File: src/rtl/bicubic_patch_interpolator_macros.svh
// ----------------------------------------------------------------------------
// Bicubic patch interpolator assertion macros
// Shared concurrent assertion forms for the interpolator RTL.
// ----------------------------------------------------------------------------
`ifndef BICUBIC_PATCH_INTERPOLATOR_MACROS_SVH
`define BICUBIC_PATCH_INTERPOLATOR_MACROS_SVH

// same-cycle implication, disabled while in reset
`define BPI_ASSERT_IMPL(lbl, clk, rst, ante, cons) \
   lbl: assert property (@(posedge clk) disable iff (rst) (ante) |-> cons) \
      else $error("bicubic_patch_interpolator: implication failed");

// next-cycle implication, disabled while in reset
`define BPI_ASSERT_NEXT(lbl, clk, rst, ante, cons) \
   lbl: assert property (@(posedge clk) disable iff (rst) (ante) |=> (cons)) \
      else $error("bicubic_patch_interpolator: next-cycle check failed");

`endif

File: src/rtl/bpi_pkg.sv
// ----------------------------------------------------------------------------
// Bicubic patch interpolator package
// Shared constants and types for the interpolator pipeline.
// ----------------------------------------------------------------------------
`default_nettype none

package bpi_pkg;

   localparam int PIXEL_BITS    = 8;
   localparam int FRAC_BITS_DEF = 8;
   localparam int FRAC_IN_W     = 8;
   localparam int NUM_TAPS      = 4;
   localparam int ROW_W         = NUM_TAPS * PIXEL_BITS;
   localparam int TAP_W         = PIXEL_BITS + 1;
   localparam int CUBIC_LAT     = 4;

   localparam logic [PIXEL_BITS-1:0] PIX_MAX = {PIXEL_BITS{1'b1}};

   typedef logic [PIXEL_BITS-1:0] pixel_type;
   typedef logic [ROW_W-1:0]      row_type;

endpackage

`default_nettype wire

File: src/rtl/bpi_cubic.sv
// ----------------------------------------------------------------------------
// Bicubic patch interpolator cubic stage
// Four-stage pipeline: coefficient fit, then three Horner steps at f/2^F.
// ----------------------------------------------------------------------------
`default_nettype none

module bpi_cubic #(
   parameter int IN_W      = bpi_pkg::TAP_W,
   parameter int FRAC_BITS = bpi_pkg::FRAC_BITS_DEF
) (
   input  wire                              clock,
   input  wire                              reset,
   input  wire                              in_valid,
   input  wire  signed [IN_W-1:0]           q0,
   input  wire  signed [IN_W-1:0]           q1,
   input  wire  signed [IN_W-1:0]           q2,
   input  wire  signed [IN_W-1:0]           q3,
   input  wire         [FRAC_BITS-1:0]      f,
   output logic                             out_valid,
   output logic signed [IN_W+4+3*FRAC_BITS-1:0] result
);

   localparam int AW = IN_W + 2;
   localparam int BW = IN_W + 3;
   localparam int CW = IN_W + 1;
   localparam int H1 = IN_W + 4 + FRAC_BITS;
   localparam int H2 = IN_W + 4 + 2 * FRAC_BITS;
   localparam int H3 = IN_W + 4 + 3 * FRAC_BITS;

   logic signed [AW-1:0]   a_in, a_ff;
   logic signed [BW-1:0]   b_in, b_ff;
   logic signed [CW-1:0]   c_in, c_ff, c1_ff;
   logic signed [IN_W-1:0] d_ff, d1_ff, d2_ff;
   logic [FRAC_BITS-1:0]   f0_ff, f1_ff, f2_ff;
   logic signed [H1-1:0]   acc1_in, acc1_ff;
   logic signed [H2-1:0]   acc2_in, acc2_ff;
   logic signed [H3-1:0]   acc3_in, acc3_ff;
   logic                   v0_ff, v1_ff, v2_ff, v3_ff;

   always_comb begin
      a_in = AW'(q3) - AW'(q2) - AW'(q0) + AW'(q1);
      b_in = BW'(q0) - BW'(q1) - BW'(a_in);
      c_in = CW'(q2) - CW'(q0);
      acc1_in = H1'(a_ff) * H1'($signed({1'b0, f0_ff})) + (H1'(b_ff) <<< FRAC_BITS);
      acc2_in = H2'(acc1_ff) * H2'($signed({1'b0, f1_ff}))
              + (H2'(c1_ff) <<< (2 * FRAC_BITS));
      acc3_in = H3'(acc2_ff) * H3'($signed({1'b0, f2_ff}))
              + (H3'(d2_ff) <<< (3 * FRAC_BITS));
   end

   always_ff @(posedge clock) begin
      if (reset) begin
         v0_ff <= 1'b0;
         v1_ff <= 1'b0;
         v2_ff <= 1'b0;
         v3_ff <= 1'b0;
      end else begin
         v0_ff <= in_valid;
         v1_ff <= v0_ff;
         v2_ff <= v1_ff;
         v3_ff <= v2_ff;
      end
   end

   always_ff @(posedge clock) begin
      a_ff    <= a_in;
      b_ff    <= b_in;
      c_ff    <= c_in;
      d_ff    <= q1;
      f0_ff   <= f;
      acc1_ff <= acc1_in;
      c1_ff   <= c_ff;
      d1_ff   <= d_ff;
      f1_ff   <= f0_ff;
      acc2_ff <= acc2_in;
      d2_ff   <= d1_ff;
      f2_ff   <= f1_ff;
      acc3_ff <= acc3_in;
   end

   assign out_valid = v3_ff;
   assign result    = acc3_ff;

endmodule

`default_nettype wire

File: config.mk
export PLATFORM = sky130hd
export DESIGN_NAME = bpi_cubic
export DESIGN_NICKNAME = d
export VERILOG_FILES = /design/src/rtl/bicubic_patch_interpolator_macros.svh /design/src/rtl/bpi_pkg.sv /design/src/rtl/bpi_cubic.sv
export SDC_FILE = /design/constraint.sdc
export NUM_CORES = 2
export LEC_CHECK = 0
export BUFFER_PORTS_ARGS = -buffer_cell sky130_fd_sc_hd__buf_2
export CAP_MARGIN = 40
export CORE_MARGIN = 2
export CORE_UTILIZATION = 65
export DETAILED_ROUTE_END_ITERATION = 6
export PLACE_DENSITY = 0.89
export SLEW_MARGIN = 0
export SYNTH_ARGS = -nofsm -noshare
export SYNTH_HDL_FRONTEND = slang
export SYNTH_SLANG_ARGS = --single-unit
File: constraint.sdc
create_clock -name clock -period 7.35 [get_ports clock]
set_clock_uncertainty 0.05 [all_clocks]
set_input_delay 0.735 -clock clock [delete_from_list [all_inputs] [get_ports clock]]
set_output_delay 0.735 -clock clock [all_outputs]
set_load 0.05 [all_outputs]
# Word level (Yosys, flattened, before mapping)
# Index checks and enable logic that the tools add are counted.
# classes
n_addsub	9
n_mul	3
# op_table
op	count
adder 37 x 33 -> 37 bit	1
multiplier 29 x 9 -> 37 bit	1
subtractor 9 x 9 -> 10 bit	3
adder 29 x 26 -> 29 bit	1
multiplier 21 x 9 -> 29 bit	1
adder 20 x 20 -> 21 bit	1
multiplier 11 x 9 -> 20 bit	1
subtractor 10 x 11 -> 12 bit	1
adder 11 x 9 -> 11 bit	1
subtractor 10 x 9 -> 11 bit	1
# totals
reg_bits	185
input_bits	47
out_inout_bits	38

# Logic depth before layout (Yosys ltp)
# logic_depth
depth_word	4
depth_mapped	22

# Least setup slack after synthesis
# OpenSTA, ideal clock, no wires.
# synth_timing
kind	reg-to-reg
start	reg f2_ff[2]
end	reg acc3_ff[35] (netlist: result[35])
setup_ps	123
arrival_time_ps	5458
required_time_ps	7177
slack_ps	1719
path_stages_with_launch	21
path_buffers	2
synth_period_minus_slack_ps	5631
cell_sequence	dfxtp_1 -> clkbuf_1 -> clkbuf_1 -> nand2_1 -> fa_1 -> inv_1 -> fa_1 -> inv_1 -> fa_1 -> inv_1 -> fa_1 -> ha_1 -> ha_1 -> a21o_1 -> a221o_1 -> a221oi_4 -> o21ai_2 -> a311o_1 -> a221oi_4 -> o21ai_1 -> xor2_1
# synth_via
elab_chain_cells	2
# synth_lines
item	line	rtl
start, declared	bpi_cubic.sv:34	logic [FRAC_BITS-1:0] f0_ff, f1_ff, f2_ff;
start signal, assigned	bpi_cubic.sv:77	f2_ff <= f1_ff;
multiplier 29 x 9 -> 37 bit	bpi_cubic.sv:47	acc3_in = H3'(acc2_ff) * H3'($signed({1'b0, f2_ff}))
adder 37 x 33 -> 37 bit	bpi_cubic.sv:48	+ (H3'(d2_ff) <<< (3 * FRAC_BITS));
named net acc3_in[35]	bpi_cubic.sv:37	logic signed [H3-1:0] acc3_in, acc3_ff;
end signal, assigned	bpi_cubic.sv:78	acc3_ff <= acc3_in;
end, declared	bpi_cubic.sv:37	
# The timed path passes the listed nets, and every way through them passes these cells.
# A chain may end at the register's enable or synchronous reset.

# Worst setup path after layout
# layout_timing
start	reg f1_ff[1]
end	reg acc2_ff[27]
# layout_via
elab_chain_cells	2
# layout_lines
item	line	rtl
start, declared	bpi_cubic.sv:34	
start signal, assigned	bpi_cubic.sv:74	f1_ff <= f0_ff;
multiplier 21 x 9 -> 29 bit	bpi_cubic.sv:45	acc2_in = H2'(acc1_ff) * H2'($signed({1'b0, f1_ff}))
adder 29 x 26 -> 29 bit	bpi_cubic.sv:46	+ (H2'(c1_ff) <<< (2 * FRAC_BITS));
named net acc2_in[27]	bpi_cubic.sv:36	logic signed [H2-1:0] acc2_in, acc2_ff;
end signal, assigned	bpi_cubic.sv:75	acc2_ff <= acc2_in;
end, declared	bpi_cubic.sv:36	
# The timed path passes the listed nets, and every way through them passes these cells.

==> flow_summary.json <==
{
  "status": "completed",
  "required_ps": 7720,
  "antenna_cells": 0,
  "portBuffers": 84,
  "finalHoldViolCount": 0,
  "nFillCells": 2429,
  "use_met3_pct": 4.41,
  "hp-start": "c_ff[6]",
  "clk_latency_ps": 470,
  "die_y_um": 195,
  "netlist_area_um2": 23600,
  "critPathLaunchType": "flip-flop",
  "yosys.area.top_type": "fa_1",
  "setup_viol": 0,
  "place_hpwl_um": 40500,
  "synth_top_cell_area_share_pct": 38.1,
  "grt_overflow": 0,
  "cts_buffer_depth": 2,
  "clkSinkCount": 185,
  "tightest_slew_ps": 946,
  "cp_max_fo": 22,
  "setup.worst_path.start": "f1_ff[1]",
  "wire_per_inst_um": 16.8,
  "synth_nets": 3161,
  "seq_area_frac_synth_pct": 15.7,
  "ys_async_sr_fraction_pct": 0,
  "criticalPathCategory": "flip-flop to flip-flop",
  "cts_tree": "built",
  "drtIter0Drc": 1020,
  "ant_nets": 0,
  "hold_path.class": "flip-flop to flip-flop",
  "synth-edff-count": 0,
  "viasPerCell": 5.55,
  "grt_util_met1_pct": 32.1,
  "top_usage_layer": "met2",
  "yosysWarnings": 0,
  "maxSlewHeadroom_pct": 36.9,
  "die_w_um": 195,
  "post_cts_resized": 0,
  "hold_buffers": 0,
  "finalNonFillerCells": 2951,
  "slew_viol_final": 0,
  "grtUsageMet2_pct": 51.2,
  "nets": 3218,
  "fp.coreArea_um2": 35700,
  "synth.top_cells.by_area": "fa_1, dfxtp_1, ha_1, inv_1, and2_1",
  "post_cts_buffers": 0,
  "start_util_pct": 66.2,
  "synth.avg_cell_area_um2": 9.76,
  "grt_pass1_vias": 18600,
  "drc": 0,
  "rows": 69,
  "htree_levels": 4,
  "synthCells": 2420,
  "root_buffer": "clkbuf_16",
  "first_pass_iters": 6,
  "vias": 16400,
  "fmax_mhz": 161,
  "period_share_pct": 84.3,
  "arrival_ps": 6560,
  "fin_tns_setup_ps": 0,
  "grt_usage_pct": 28.1,
  "ys_ff_latch": 185,
  "drive_above_1_share_pct": 5.42,
  "ios": 85,
  "period_minus_slack_ps": 6200,
  "die_area_um2": 37900,
  "numCtsBuffers": 17,
  "clk_pin_slew_worst_paths_ps": 80,
  "r2r_start": "f1_ff[1]",
  "antenna_found_initial": 0,
  "drv_cap": 0,
  "endpoint_kind": "flip-flop",
  "ys.flop_type": "dfxtp_1",
  "gp_congestion": 0.887,
  "grt_max_degree": 30,
  "dp.cells": 2918,
  "routed_wl_um": 49500,
  "grt_pass1_wl_um": 85500,
  "ys_types": 62,
  "rsz0062_at_grt": "no",
  "area_delta_synth_final_pct": 6.10
}
metrics by stage:
stage / hold WS [ps] / instance area [µm²] / setup WS, ps / util [%]
3_3_place_gp: 261 / 24400 / 1150 / 68.5
5_1_grt: 274 / 25100 / 894 / 70.3
3_5_place_dp: 262 / 24500 / 1250 / 68.7
2_1_floorplan: 260 / 23600 / 1720 / -
4_1_cts: 276 / 25000 / 1200 / 70.2
6_report: 274 / 25100 / 1150 / 70.3
cells in the mapped netlist, types with 2 or more instances:
| cell | instances |
|---|---|
| inv_1 | 511 |
| fa_1 | 449 |
| and2_1 | 273 |
| nand2_1 | 246 |
| ha_1 | 245 |
| dfxtp_1 | 185 |
| a21oi_1 | 70 |
| xnor2_1 | 70 |
| clkbuf_1 | 51 |
| nor2_1 | 41 |
| o21ai_0 | 40 |
| xor2_1 | 32 |
| a21o_1 | 31 |
| nor2b_1 | 17 |
| o21a_1 | 16 |
| nand3_1 | 13 |
| nand2b_1 | 12 |
| nor3_1 | 12 |
| o21bai_1 | 12 |
| and3_1 | 8 |
| o211ai_1 | 8 |
| a21boi_0 | 7 |
| a211oi_1 | 5 |
| a31oi_1 | 5 |
| a211o_1 | 4 |
| a2111oi_0 | 3 |
| mux2i_1 | 3 |
| nor4_1 | 3 |
| or2_2 | 3 |
| a221o_1 | 2 |
| a221oi_4 | 2 |
| a311o_1 | 2 |
| a311oi_1 | 2 |
| and4_1 | 2 |
| buf_1 | 2 |
| nand3b_1 | 2 |
| nand4_1 | 2 |
| o21ai_1 | 2 |
| o311ai_0 | 2 |
| o31ai_1 | 2 |
| or3b_2 | 2 |
sequential cells by signal, summed over array words and instances (netlist names), 9 cells and up:
name,cells
d2_ff,9
c1_ff,10
d1_ff,9
acc1_ff,21
b_ff,12
acc2_ff,29
a_ff,11
result,37
c_ff,10
d_ff,9
layout make-up:
class                           count  area [µm²]  share of cell area [%]
Clock inverter                     15         131                   0.524
Sequential cell                   185        3700                    14.8
Inverter                          511        1920                    7.65
Multi-Input combinational cell   1671       17800                    71.0
Timing Repair Buffer               91         507                    2.02
Tap cell                          461         577                    2.30
Clock buffer                       17         425                    1.70
kinds of logic after synthesis:
logic type | count (synthesis) | synth area share (%)
fa+ha+maj | 694 | 51.0
compound gates | 231 | 6.50
mux | 3 | 0.127
buf+inv | 564 | 8.96
simple gates | 641 | 13.9
xor+xnor | 102 | 3.78
flops | 185 | 15.7
critical path, stage by stage (launching register included):
cell and delay (ps):
dfxtp_1 950, nand2_1 230, fa_1 560, inv_1 50, fa_1 490, fa_1 470, fa_1 540, fa_1 420
ha_1 370, a21o_1 180, a21o_1 170, a21oi_1 200, o21ai_0 140, a2111oi_0 410, a21oi_1 200, or4b_2 630
nand3_1 100
cells in the final DEF (no fill, tap or decap), types with 3 or more instances in the layout:
master     synthesis  final
a2111oi_0          3      3
a211o_1            4      4
a211oi_1           5      5
a21boi_0           7      7
a21o_1            31     31
a21oi_1           70     70
a31oi_1            5      5
and2_1           273    273
and3_1             8      8
buf_2              0     84
buf_6              0      3
buf_8              0      3
clkbuf_16          0     17
clkinv_2           0      3
dfxtp_1          185    185
fa_1             449    449
ha_1             245    245
inv_1            511    511
inv_6              0      6
mux2i_1            3      3
nand2_1          246    246
nand2b_1          12     12
nand3_1           13     13
nor2_1            41     41
nor2b_1           17     17
nor3_1            12     12
nor4_1             3      3
o211ai_1           8      8
o21a_1            16     16
o21ai_0           40     40
o21bai_1          12     12
or2_2              3      3
xnor2_1           70     70
xor2_1            32     32
final timing paths:
path                 end  slack (ps)  cells after the start
max          acc2_ff[27]        1150                     16
min             c1_ff[6]         270                      0
max reg2reg  acc2_ff[27]        1150                     16
min reg2reg     c1_ff[6]         270                      0
layer usage:
metal / up-vias / wire, µm
met5: - / 0
met1: 8243 / 19300
met3: 177 / 2200
met2: 512 / 25700
li1: 7452 / -
met4: 0 / 2230
Power is left out: the tool's default activity adds up to more than one toggle a clock period on the data nets, which glitch-free logic cannot reach.
